[config.mk]
export PLATFORM = sky130hd
export DESIGN_NAME = ip_address_text_parser_unit_flat
export DESIGN_NICKNAME = d
export VERILOG_FILES = /design/src/sv/ipatp_pkg.sv /design/src/sv/ipatp_char_if.sv /design/src/sv/ipatp_addr_if.sv /design/src/sv/ipatp_dotted.sv /design/src/sv/ip_address_text_parser_unit.sv /design/src/flat_wrapper.sv
export SDC_FILE = /design/constraint.sdc
export NUM_CORES = 1
export LEC_CHECK = 0
export BUFFER_PORTS_ARGS = -buffer_cell sky130_fd_sc_hd__buf_4
export CORE_MARGIN = 2
export CORE_UTILIZATION = 42
export DETAILED_ROUTE_END_ITERATION = 10
export GPL_ROUTABILITY_DRIVEN = 1
export MAX_ROUTING_LAYER = met4
export PLACE_DENSITY = 0.61
export SLEW_MARGIN = 15
export SYNTH_ARGS = -nofsm -noshare
export SYNTH_HDL_FRONTEND = slang
export SYNTH_SLANG_ARGS = --single-unit
[constraint.sdc]
create_clock -name clk -period 7.7 [get_ports clk]
set_clock_uncertainty 0.15 [all_clocks]
set_input_delay 1.54 -clock clk [delete_from_list [all_inputs] [get_ports clk]]
set_output_delay 1.54 -clock clk [all_outputs]
set_load 0.02 [all_outputs]
[src/sv/ipatp_pkg.sv]
// ----------------------------------------------------------------------------
// ipatp_pkg
// Shared types, constants and character helpers for the address text parser.
// ----------------------------------------------------------------------------
package ipatp_pkg;

  // Default longest accepted IPv6 text
  localparam int DEF_MAX_TEXT_LEN = 45;

  // Length of the "::ffff:" prefix of the IPv4-mapped form
  localparam int MAPPED_PREFIX_LEN = 7;

  // Number of 16-bit groups in an IPv6 address
  localparam int HEX_GROUPS = 8;

  // Largest value of one dotted octet
  localparam int OCTET_MAX = 255;

  // Characters with a meaning of their own
  localparam logic [7:0] CH_DOT   = 8'h2e;
  localparam logic [7:0] CH_COLON = 8'h3a;
  localparam logic [7:0] CH_ZERO  = 8'h30;
  localparam logic [7:0] CH_NINE  = 8'h39;

  // Result classification
  typedef enum logic [1:0] {
    KIND_INVALID = 2'd0,
    KIND_IPV4    = 2'd1,
    KIND_IPV6    = 2'd2
  } kind_t;

  // Outcome of one dotted-quad parser
  typedef struct packed {
    logic        ok;
    logic [31:0] addr;
  } dotted_res_t;

  // Character expected at each place of the mapped prefix
  function automatic logic [7:0] mapped_prefix_char(input logic [2:0] idx);
    logic [7:0] ch;
    unique case (idx)
      3'd2, 3'd3, 3'd4, 3'd5: ch = 8'h66;
      default:                ch = CH_COLON;
    endcase
    return ch;
  endfunction

  // Hex digit value; bit 4 set means the character is not a hex digit
  function automatic logic [4:0] hex_value(input logic [7:0] ch);
    logic [4:0] v;
    if (ch >= CH_ZERO && ch <= CH_NINE) begin
      v = {1'b0, ch[3:0]};
    end else if ((ch >= 8'h61 && ch <= 8'h66) || (ch >= 8'h41 && ch <= 8'h46)) begin
      v = {1'b0, ch[3:0] + 4'd9};
    end else begin
      v = 5'h10;
    end
    return v;
  endfunction

endpackage

[src/sv/ipatp_char_if.sv]
// ----------------------------------------------------------------------------
// ipatp_char_if
// Character channel: one text character per word, with an end-of-string flag.
// ----------------------------------------------------------------------------
interface ipatp_char_if;
  logic       valid;
  logic       ready;
  logic [7:0] text_char;
  logic       is_last;

  modport source (output valid, output text_char, output is_last, input ready);
  modport sink   (input valid, input text_char, input is_last, output ready);
endinterface

[src/sv/ipatp_addr_if.sv]
// ----------------------------------------------------------------------------
// ipatp_addr_if
// Result channel: classification and 128-bit address, one word per string.
// ----------------------------------------------------------------------------
interface ipatp_addr_if;
  logic                  valid;
  logic                  ready;
  ipatp_pkg::kind_t      addr_kind;
  logic [63:0]           addr_high;
  logic [63:0]           addr_low;

  modport source (output valid, output addr_kind, output addr_high, output addr_low,
                  input ready);
  modport sink   (input valid, input addr_kind, input addr_high, input addr_low,
                  output ready);
endinterface

[src/sv/ipatp_dotted.sv]
// ----------------------------------------------------------------------------
// ipatp_dotted
// Dotted-quad IPv4 parser, one character per cycle while feed is high, with an end-of-string view.
// ----------------------------------------------------------------------------
module ipatp_dotted (
  input  logic                   clk,
  input  logic                   rst,
  input  logic                   feed,
  input  logic                   clear,
  input  logic [7:0]             ch,
  output ipatp_pkg::dotted_res_t res
);

  logic [7:0]  value;
  logic [7:0]  octets [3];
  logic [1:0]  progress;
  logic        digit_seen;
  logic        ok;

  logic [7:0]  value_next;
  logic [7:0]  octets_next [3];
  logic [1:0]  progress_next;
  logic        digit_seen_next;
  logic        ok_next;
  logic [11:0] acc;

  // Advance the octet parse by one character
  always_comb begin
    acc             = 12'(value) * 12'd10 + 12'(ch - ipatp_pkg::CH_ZERO);
    value_next      = value;
    octets_next     = octets;
    progress_next   = progress;
    digit_seen_next = digit_seen;
    ok_next         = ok;
    if (feed && ok) begin
      if (ch >= ipatp_pkg::CH_ZERO && ch <= ipatp_pkg::CH_NINE) begin
        if (acc > 12'(ipatp_pkg::OCTET_MAX)) begin
          ok_next = 1'b0;
        end else begin
          value_next      = acc[7:0];
          digit_seen_next = 1'b1;
        end
      end else if (ch == ipatp_pkg::CH_DOT) begin
        if (!digit_seen || progress == 2'd3) begin
          ok_next = 1'b0;
        end else begin
          for (int j = 0; j < 3; j++) begin
            if (progress == 2'(j)) begin
              octets_next[j] = value;
            end
          end
          progress_next   = progress + 2'd1;
          value_next      = '0;
          digit_seen_next = 1'b0;
        end
      end else begin
        ok_next = 1'b0;
      end
    end
  end

  // Report the quad as it stands after this character
  assign res.ok   = ok_next && digit_seen_next && (progress_next == 2'd3);
  assign res.addr = {octets_next[0], octets_next[1], octets_next[2], value_next};

  // Hold the parse; drop it back to empty at the end of a string
  always_ff @(posedge clk) begin
    if (rst || clear) begin
      value      <= '0;
      octets     <= '{default: '0};
      progress   <= '0;
      digit_seen <= 1'b0;
      ok         <= 1'b1;
    end else begin
      value      <= value_next;
      octets     <= octets_next;
      progress   <= progress_next;
      digit_seen <= digit_seen_next;
      ok         <= ok_next;
    end
  end

endmodule

[src/sv/ip_address_text_parser_unit.sv]
// ----------------------------------------------------------------------------
// ip_address_text_parser_unit
// Streams address text one character per word and classifies it as IPv4,
// IPv6 (including the IPv4-mapped form) or invalid.
// ----------------------------------------------------------------------------
// Takes one character per cycle with no gaps needed between strings. Each
// character is captured in an input register and folded into the parse
// state at the clock edge on which it leaves that register. The word flagged
// is_last loads a single result word into the result register at that same
// edge, so a result passes the input register and then the result register.
// The result register holds one word: while it waits to be taken, characters
// of the next string keep flowing and only that string's last character is
// held back. Strings longer than MAX_TEXT_LEN characters are invalid unless
// they are dotted IPv4 text.
module ip_address_text_parser_unit #(
  parameter int MAX_TEXT_LEN = ipatp_pkg::DEF_MAX_TEXT_LEN
) (
  input  logic           clk,
  input  logic           rst,
  ipatp_char_if.sink     chars,
  ipatp_addr_if.source   result
);

  localparam int CountW = $clog2(MAX_TEXT_LEN + 2);

  // Input register
  logic       in_valid;
  logic [7:0] in_char;
  logic       in_last;
  logic       step;
  logic       clear;

  // Parse state
  logic [CountW-1:0] char_count;
  logic [CountW-1:0] char_count_next;
  logic              prefix_match;
  logic              prefix_match_next;
  logic              in_prefix;

  logic [15:0] groups [ipatp_pkg::HEX_GROUPS];
  logic [15:0] groups_next [ipatp_pkg::HEX_GROUPS];
  logic [15:0] group_value;
  logic [15:0] group_value_next;
  logic [3:0]  group_total;
  logic [3:0]  group_total_next;
  logic [3:0]  group_trailing;
  logic [3:0]  group_trailing_next;
  logic        hx_pending, hx_pending_next;
  logic        hx_prev_colon, hx_prev_colon_next;
  logic        hx_gap_seen, hx_gap_seen_next;
  logic        hx_done, hx_done_next;
  logic        hx_bad, hx_bad_next;

  logic [4:0]  dig;
  logic        is_hex;
  logic        hx_active;
  logic        close_now;

  // Result assembly
  ipatp_pkg::dotted_res_t whole_res;
  ipatp_pkg::dotted_res_t mapped_res;
  logic [15:0]      expanded [ipatp_pkg::HEX_GROUPS];
  logic [3:0]       before_cnt;
  logic [2:0]       src_idx;
  ipatp_pkg::kind_t kind_calc;
  logic [63:0]      high_calc;
  logic [63:0]      low_calc;

  // Result register
  logic             res_valid;
  ipatp_pkg::kind_t res_kind;
  logic [63:0]      res_high;
  logic [63:0]      res_low;

  // Handshake: only a last character waits for the result register
  assign step        = in_valid && (!in_last || !res_valid || result.ready);
  assign clear       = step && in_last;
  assign chars.ready = !in_valid || step;

  // Capture the incoming word
  always_ff @(posedge clk) begin
    if (rst) begin
      in_valid <= 1'b0;
    end else if (chars.ready) begin
      in_valid <= chars.valid;
    end
  end

  always_ff @(posedge clk) begin
    if (chars.valid && chars.ready) begin
      in_char <= chars.text_char;
      in_last <= chars.is_last;
    end
  end

  // Length count and mapped prefix check
  always_comb begin
    in_prefix         = char_count < CountW'(ipatp_pkg::MAPPED_PREFIX_LEN);
    char_count_next   = char_count;
    prefix_match_next = prefix_match;
    if (step) begin
      if (char_count < CountW'(MAX_TEXT_LEN + 1)) begin
        char_count_next = char_count + CountW'(1);
      end
      if (in_prefix && in_char != ipatp_pkg::mapped_prefix_char(char_count[2:0])) begin
        prefix_match_next = 1'b0;
      end
    end
  end

  // Dotted parsers over the whole text and over the text after the prefix
  ipatp_dotted u_whole (
    .clk   (clk),
    .rst   (rst),
    .feed  (step),
    .clear (clear),
    .ch    (in_char),
    .res   (whole_res)
  );

  ipatp_dotted u_mapped (
    .clk   (clk),
    .rst   (rst),
    .feed  (step && !in_prefix),
    .clear (clear),
    .ch    (in_char),
    .res   (mapped_res)
  );

  // Hex group parse; a group closes on a non-hex character or at end of text
  always_comb begin
    dig                 = ipatp_pkg::hex_value(in_char);
    is_hex              = !dig[4];
    hx_active           = step && !hx_done && !hx_bad;
    group_value_next    = group_value;
    group_total_next    = group_total;
    group_trailing_next = group_trailing;
    hx_pending_next     = hx_pending;
    hx_prev_colon_next  = hx_prev_colon;
    hx_gap_seen_next    = hx_gap_seen;
    hx_done_next        = hx_done;
    hx_bad_next         = hx_bad;
    if (hx_active && is_hex) begin
      group_value_next   = {group_value[11:0], dig[3:0]};
      hx_pending_next    = 1'b1;
      hx_prev_colon_next = 1'b0;
    end
    close_now = hx_active && hx_pending_next && (!is_hex || in_last);
    for (int j = 0; j < ipatp_pkg::HEX_GROUPS; j++) begin
      groups_next[j] = (close_now && group_total[2:0] == 3'(j)) ? group_value_next
                                                                 : groups[j];
    end
    if (close_now) begin
      group_total_next = group_total + 4'd1;
      if (hx_gap_seen) begin
        group_trailing_next = group_trailing + 4'd1;
      end
      hx_pending_next  = 1'b0;
      group_value_next = '0;
      if (group_total_next == 4'(ipatp_pkg::HEX_GROUPS)) begin
        hx_done_next = 1'b1;
      end
    end
    if (hx_active && !is_hex && !hx_done_next) begin
      if (in_char == ipatp_pkg::CH_COLON) begin
        if (hx_prev_colon) begin
          hx_gap_seen_next = 1'b1;
        end
        hx_prev_colon_next = 1'b1;
      end else begin
        hx_bad_next = 1'b1;
      end
    end
  end

  // Expand the gap: leading groups stay, trailing groups move to the end
  always_comb begin
    before_cnt = group_total_next - group_trailing_next;
    for (int j = 0; j < ipatp_pkg::HEX_GROUPS; j++) begin
      src_idx = 3'(j) + group_total_next[2:0];
      if (4'(j) < before_cnt) begin
        expanded[j] = groups_next[j];
      end else if (4'(j) >= 4'(ipatp_pkg::HEX_GROUPS) - group_trailing_next) begin
        expanded[j] = groups_next[src_idx];
      end else begin
        expanded[j] = '0;
      end
    end
  end

  // Classify the finished string
  always_comb begin
    kind_calc = ipatp_pkg::KIND_INVALID;
    high_calc = '0;
    low_calc  = '0;
    priority if (whole_res.ok) begin
      kind_calc = ipatp_pkg::KIND_IPV4;
      low_calc  = {32'd0, whole_res.addr};
    end else if (char_count_next <= CountW'(MAX_TEXT_LEN)) begin
      if (char_count_next > CountW'(ipatp_pkg::MAPPED_PREFIX_LEN) && prefix_match_next) begin
        if (mapped_res.ok) begin
          kind_calc = ipatp_pkg::KIND_IPV6;
          low_calc  = {16'd0, 16'hffff, mapped_res.addr};
        end
      end else if (!hx_bad_next &&
                   (hx_gap_seen_next || group_total_next == 4'(ipatp_pkg::HEX_GROUPS))) begin
        kind_calc = ipatp_pkg::KIND_IPV6;
        high_calc = {expanded[0], expanded[1], expanded[2], expanded[3]};
        low_calc  = {expanded[4], expanded[5], expanded[6], expanded[7]};
      end
    end else begin
      // Too long for IPv6: leave it invalid
      kind_calc = ipatp_pkg::KIND_INVALID;
    end
  end

  // Advance the parse state; drop it to empty after each string
  always_ff @(posedge clk) begin
    if (rst || clear) begin
      char_count     <= '0;
      prefix_match   <= 1'b1;
      groups         <= '{default: '0};
      group_value    <= '0;
      group_total    <= '0;
      group_trailing <= '0;
      hx_pending     <= 1'b0;
      hx_prev_colon  <= 1'b0;
      hx_gap_seen    <= 1'b0;
      hx_done        <= 1'b0;
      hx_bad         <= 1'b0;
    end else begin
      char_count     <= char_count_next;
      prefix_match   <= prefix_match_next;
      groups         <= groups_next;
      group_value    <= group_value_next;
      group_total    <= group_total_next;
      group_trailing <= group_trailing_next;
      hx_pending     <= hx_pending_next;
      hx_prev_colon  <= hx_prev_colon_next;
      hx_gap_seen    <= hx_gap_seen_next;
      hx_done        <= hx_done_next;
      hx_bad         <= hx_bad_next;
    end
  end

  // Result register: load on the last character, drop once taken
  always_ff @(posedge clk) begin
    if (rst) begin
      res_valid <= 1'b0;
    end else if (clear) begin
      res_valid <= 1'b1;
    end else if (result.ready) begin
      res_valid <= 1'b0;
    end
  end

  always_ff @(posedge clk) begin
    if (clear) begin
      res_kind <= kind_calc;
      res_high <= high_calc;
      res_low  <= low_calc;
    end
  end

  assign result.valid     = res_valid;
  assign result.addr_kind = res_kind;
  assign result.addr_high = res_high;
  assign result.addr_low  = res_low;

endmodule

[src/flat_wrapper.sv]
// flat-port wrapper written by rule: the top's interface ports become plain ports
module ip_address_text_parser_unit_flat 
#(
  parameter int MAX_TEXT_LEN = ipatp_pkg::DEF_MAX_TEXT_LEN
)
  (clk, rst, chars_valid, chars_text_char, chars_is_last, chars_ready, result_valid, result_addr_kind, result_addr_high, result_addr_low, result_ready);
  ipatp_char_if chars_i ();
  ipatp_addr_if result_i ();
  input  logic clk;
  input  logic rst;
  input wire logic [$bits(chars_i.valid)-1:0] chars_valid;
  input wire logic [$bits(chars_i.text_char)-1:0] chars_text_char;
  input wire logic [$bits(chars_i.is_last)-1:0] chars_is_last;
  output wire logic [$bits(chars_i.ready)-1:0] chars_ready;
  output wire logic [$bits(result_i.valid)-1:0] result_valid;
  output wire logic [$bits(result_i.addr_kind)-1:0] result_addr_kind;
  output wire logic [$bits(result_i.addr_high)-1:0] result_addr_high;
  output wire logic [$bits(result_i.addr_low)-1:0] result_addr_low;
  input wire logic [$bits(result_i.ready)-1:0] result_ready;
  assign chars_i.valid = chars_valid;
  assign chars_i.text_char = chars_text_char;
  assign chars_i.is_last = chars_is_last;
  assign chars_ready = chars_i.ready;
  assign result_valid = result_i.valid;
  assign result_addr_kind = result_i.addr_kind;
  assign result_addr_high = result_i.addr_high;
  assign result_addr_low = result_i.addr_low;
  assign result_i.ready = result_ready;
  ip_address_text_parser_unit #(.MAX_TEXT_LEN(MAX_TEXT_LEN)) u_core (.clk(clk), .rst(rst), .chars(chars_i), .result(result_i));
endmodule
# Word-level counts from Yosys, hierarchy flattened
# Index checks and enable logic that the tools add are counted.
# totals
reg_bits	377
in_bits	13
# op_classes
addsub	18
multipliers	2
order_cmp	36
n_eq_ne	24
n_mux	134
bitwise_logic	10
n_reduce_logical	59
# ops
operator	n
two-way mux 16 bit	41
binary-select mux 16 bit (select 3 bit)	8
two-way mux 24 bit	8
two-way mux 8 bit	17
two-way mux 64 bit	2
two-way mux 32 bit	2
two-way mux 48 bit	1
two-way mux 1 bit	36
>= comparator 4 bit (second input constant)	8
NOT 3 -> 4 bit	8
logical AND 1 bit	31
adder 12 bit	2
greater-than comparator 12 x 8 -> 1 bit (second input constant)	2
multiplier 8 x 3 -> 11 bit (second input constant)	2
two-way mux 2 bit	11
equality test 3 bit (second input constant)	6
equality test 8 x 6 -> 1 bit (second input constant)	2
>= comparator 3 x 4 -> 1 bit (first input constant)	4
>= comparator 8 x 7 -> 1 bit (second input constant)	2
less-or-equal comparator 8 x 7 -> 1 bit (second input constant)	2
less-than comparator 3 x 4 -> 1 bit (first input constant)	4
adder 3 bit (first input constant)	4
equality test 2 bit (second input constant)	6
equality test 3 x 2 -> 1 bit (second input constant)	4
other kinds (35)	70

# Depth between registers and ports, before layout
# depth
depth_word	22
mapped_depth	25
depth_no_buf	23

# Modules after synthesis
# A second synthesis with hierarchy kept.
# hier_totals
hier_cells	2396
hier_area_um2	23780.3
# by_module_without_submodules
module	instances	cells_per_inst	area_per_inst_um2	seq_area_each_um2
ip_address_text_parser_unit	1	1850	18710.4	7497.2
ipatp_dotted (u_core.u_whole)	1	276	2536.2	720.7
ipatp_dotted (u_core.u_mapped)	1	270	2533.7	720.7

# Worst setup path after synthesis
# No wires, ideal clock.
# synth_timing
kind	input-to-reg
start	input port result_ready
end	register u_core.group_value[13]
t_arrival_ps	6084
required_time_ps	7423
slack_ps	1338
stages	7
path_buffers	2
cell_sequence	nand2b_1 and3_1 nor2_1 nand2b_1 clkbuf_1 clkbuf_1 nor2_1
# synth_rtl
item	line	rtl
start: declaration	flat_wrapper.sv:19	input wire logic [$bits(result_i.ready)-1:0] result_ready;
logical OR 1 bit	ip_address_text_parser_unit.sv:76	assign step = in_valid && (!in_last || !res_valid || result.ready);
logical AND 1 bit	ip_address_text_parser_unit.sv:76	
logical AND 1 bit	ip_address_text_parser_unit.sv:77	assign clear = step && in_last;
via u_core.clear	ip_address_text_parser_unit.sv:31	logic clear;
logical OR 1 bit	ip_address_text_parser_unit.sv:219	if (rst || clear) begin
OR reduction 2 bit (no source line)	n/a	
end signal: assignment	ip_address_text_parser_unit.sv:235	group_value <= group_value_next;
end: declaration	ip_address_text_parser_unit.sv:42	logic [15:0] group_value;
# The timed path passes the listed nets, and every way through them passes these cells.
# A chain may end at the register's enable or synchronous reset.

# Worst setup path after layout
# layout_timing
start	register u_core.u_whole.value[1]
end	register u_core.res_high[57], in the netlist u_core.result.addr_high[57], data pin
# layout_via
elab_chain_len	9
# layout_lines
item	line	rtl
start: declaration	ipatp_dotted.sv:14	logic [7:0] value;
start signal: assignment	ipatp_dotted.sv:75	value <= value_next;
multiplier 8 x 3 -> 11 bit (*)	ipatp_dotted.sv:29	acc = 12'(value) * 12'd10 + 12'(ch - ipatp_pkg::CH_ZERO);
adder 12 bit (*)	ipatp_dotted.sv:29	
greater-than comparator 12 x 8 -> 1 bit (*)	ipatp_dotted.sv:37	if (acc > 12'(ipatp_pkg::OCTET_MAX)) begin
two-way mux 1 bit	ipatp_dotted.sv:37	
two-way mux 1 bit	ipatp_dotted.sv:36	if (ch >= ipatp_pkg::CH_ZERO && ch <= ipatp_pkg::CH_NINE) begin
two-way mux 1 bit	ipatp_dotted.sv:35	if (feed && ok) begin
logical AND 1 bit (*) (2 in series)	ipatp_dotted.sv:63	assign res.ok = ok_next && digit_seen_next && (progress_next == 2'd3);
OR reduction 4 bit (no source line) (*)	n/a	
end signal: assignment	ip_address_text_parser_unit.sv:260	res_high <= high_calc;
end: declaration	ip_address_text_parser_unit.sv:72	logic [63:0] res_high;
# Mark *: on every way between the ends. The rest lies on a longest branch, timed or not.

==> flow_summary.ini <==
[yosys]
synth_fp_nets = 2510
synth_edf_count = 139
synthCells = 2412
synthArstFlopShare = 0
synth_ff_type = dfxtp_1
avgSynthCellArea_um2 = 9.59
synth_seq_cells = 377
ys_seq_area_frac = 0.386
syn_area_mm2 = 0.0231
yosysUniqueCellTypes = 96
yosysWarnings = 0

[die]
dieArea_mm2 = 0.0570
pin_count = 145
fp.coreArea_mm2 = 0.0548
fp-row-count = 86
die_w_um = 239
start_util = 0.423
die_h_um = 239

[worst_setup_path]
r2r_start = u_core.u_whole.value[1]
path_class = register to register
worst_ep_required_time_ps = 7960
critPathArrivalTime_ps = 6870
cp-end-kind = register
worst_setup_path_start_kind = register
crit_start = u_core.u_whole.value[1]
r2r_slack_ps = 1090
rr_worst_depth = 19
worstPathMaxFanout = 28
crit_path_end = u_core.result.addr_high[57]
reg2reg_to = u_core.result.addr_high[57]

[layout]
drive_above_1_share = 0.153
nets = 2587
area_growth_pct = 14.3
layout.cells.most_common = mux2i_1
diodes = 0
layout_common_cells = mux2i_1 (340), nor2_1 (327), dfxtp_1 (238)
instances_no_fill = 3229

[min_path]
hp-class = register to register

[route]
vias = 20200
drt-total-wl_um = 84200
dr.pass1.iters = 7
drcViolationCount = 0
wl_per_cell_um = 26.1
via_per_inst = 6.25
drt_iter0_drc = 2441
antenna_left = 0

[cts]
hold_buffers = 0
root_buffer = clkbuf_16
insertion_delay_ps = 590
clk_pin_slew_ps = 60
clock-sinks = 377
post_cts_buffers = 0
numCtsBuffers = 44
cts_max_level = 2
cts_tree = built
post_cts_resized = 0
clk_path_buf_depth = 3

[power_and_ir_drop]
p_leak_nw = 10.2
vdd_drop_max_mv = 0.153
powerDensity_mw_per_mm2 = 177

[placement]
port-buffer-count = 144
dpl.cell_count = 3147
gp_congestion = 0.955
dp_hpwl_um = 60300

[sta]
fin_crit_ps = 6610
slew_viol_final = 0
final.setup.tns_ps = 0
max_freq_mhz = 151
setup_viol = 0
finalHoldViolCount = 0
tightest_slew_ps = 1240
period_share = 0.858
rsz0062_at_grt = false
hold-worst-slack_ps = 317
slew_headroom = 0.176

[global_route]
grt_pass1_vias = 18700
grt_max_degree = 66
antenna_found_initial = 0
grt_pass1_wl_um = 124000
track_usage = 0.298
grt-ovfl-total = 0

[run]
max-cap-violations = 0

[status]
status = complete, no violations
==> power breakdown <==
part	switching, W	internal (W)	leakage [nW]
Sequential	0.0000211	0.00208	3.26
Clock	0.000906	0.00144	0.799
Combinational	0.000158	0.0000758	6.18
Total	0.00109	0.00359	10.2
==> critical path, cell delays in order (launching register included) <==
cell and delay [ps]:
dfxtp_1 410, ha_1 330, ha_1 170, inv_1 50, fa_1 400, xnor2_1 150
ha_1 220, or3_1 390, o21bai_1 170, a31oi_1 290, o21ai_0 170, a41oi_1 310
o41ai_2 170, nand3_2 90, buf_4 320, inv_2 290, nor3_4 600, nand4_4 490
or3_1 920, o21ai_0 330
==> synthesized netlist by cell type, types with 53 or more instances <==
master,count,share of area
mux2i_1,345,0.15
nor2_1,328,0.053
dfxtp_1,238,0.21
edfxtp_1,139,0.18
nand2_1,131,0.021
a21oi_1,129,0.028
o21ai_0,88,0.019
ha_1,80,0.043
o22ai_1,74,0.020
clkbuf_1,70,0.011
buf_2,67,0.014
and2_1,63,0.017
nand3_1,53,0.011
==> worst min path at each step <==
stage | slack (ps) | end | depth (start not counted) | start
floorplan | 280 | u_core.prefix_match | 2 | u_core.prefix_match
global route | 340 | u_core.prefix_match | 2 | u_core.prefix_match
global placement | 290 | u_core.prefix_match | 2 | u_core.prefix_match
finish | 320 | u_core.prefix_match | 2 | u_core.prefix_match
CTS | 310 | u_core.prefix_match | 2 | u_core.prefix_match
detailed placement | 300 | u_core.prefix_match | 2 | u_core.prefix_match
==> area by class of cell <==
type	instances	area [um2]
tap	704	881
sequential	377	8940
clock buffer	59	1310
clock inverter	23	309
fill	5075	28300
multi-input combinational	1813	13300
inverter	55	206
timing repair buffer	198	1490
==> per-stage QoR <==
step                setup WS [ps]  instance area (um2)  power [W]   util
floorplan                    1340                23100    0.00229      -
global placement             1190                24800    0.00237  0.453
detailed placement           1090                24800    0.00238  0.453
CTS                          1210                26400    0.00470  0.483
global route                  718                26400    0.00480  0.483
finish                       1090                26400    0.00468  0.483
==> flip-flops by register name, indices dropped and copies added (netlist names), 4 cells and up <==
register and cells:
u_core.char_count 6, u_core.group_total 4, u_core.group_trailing 4, u_core.group_value 16, u_core.groups 128, u_core.in_char 8, u_core.result.addr_high 64, u_core.result.addr_low 64
u_core.u_mapped.octets 24, u_core.u_mapped.value 8, u_core.u_whole.octets 24, u_core.u_whole.value 8
==> cells by family after synthesis <==
family	after synthesis	share of synthesized area
AND/OR/NAND/NOR	679	0.135
AO/OA/AOI/OAI	609	0.179
multiplexers	399	0.192
flip-flops	377	0.386
buffers and inverters	222	0.0425
adder cells (fa/ha/maj)	85	0.0476
XOR/XNOR	41	0.0177
==> per-layer routing <==
metal,GRT usage,vias up,share of wire
met2,0.439,1032,0.43
met3,0.0456,155,0.086
met4,0.0926,0,0.032
li1,-,9092,-
met1,0.420,9901,0.45
met5,-,-,0
Power figures use the tool's default switching activity.
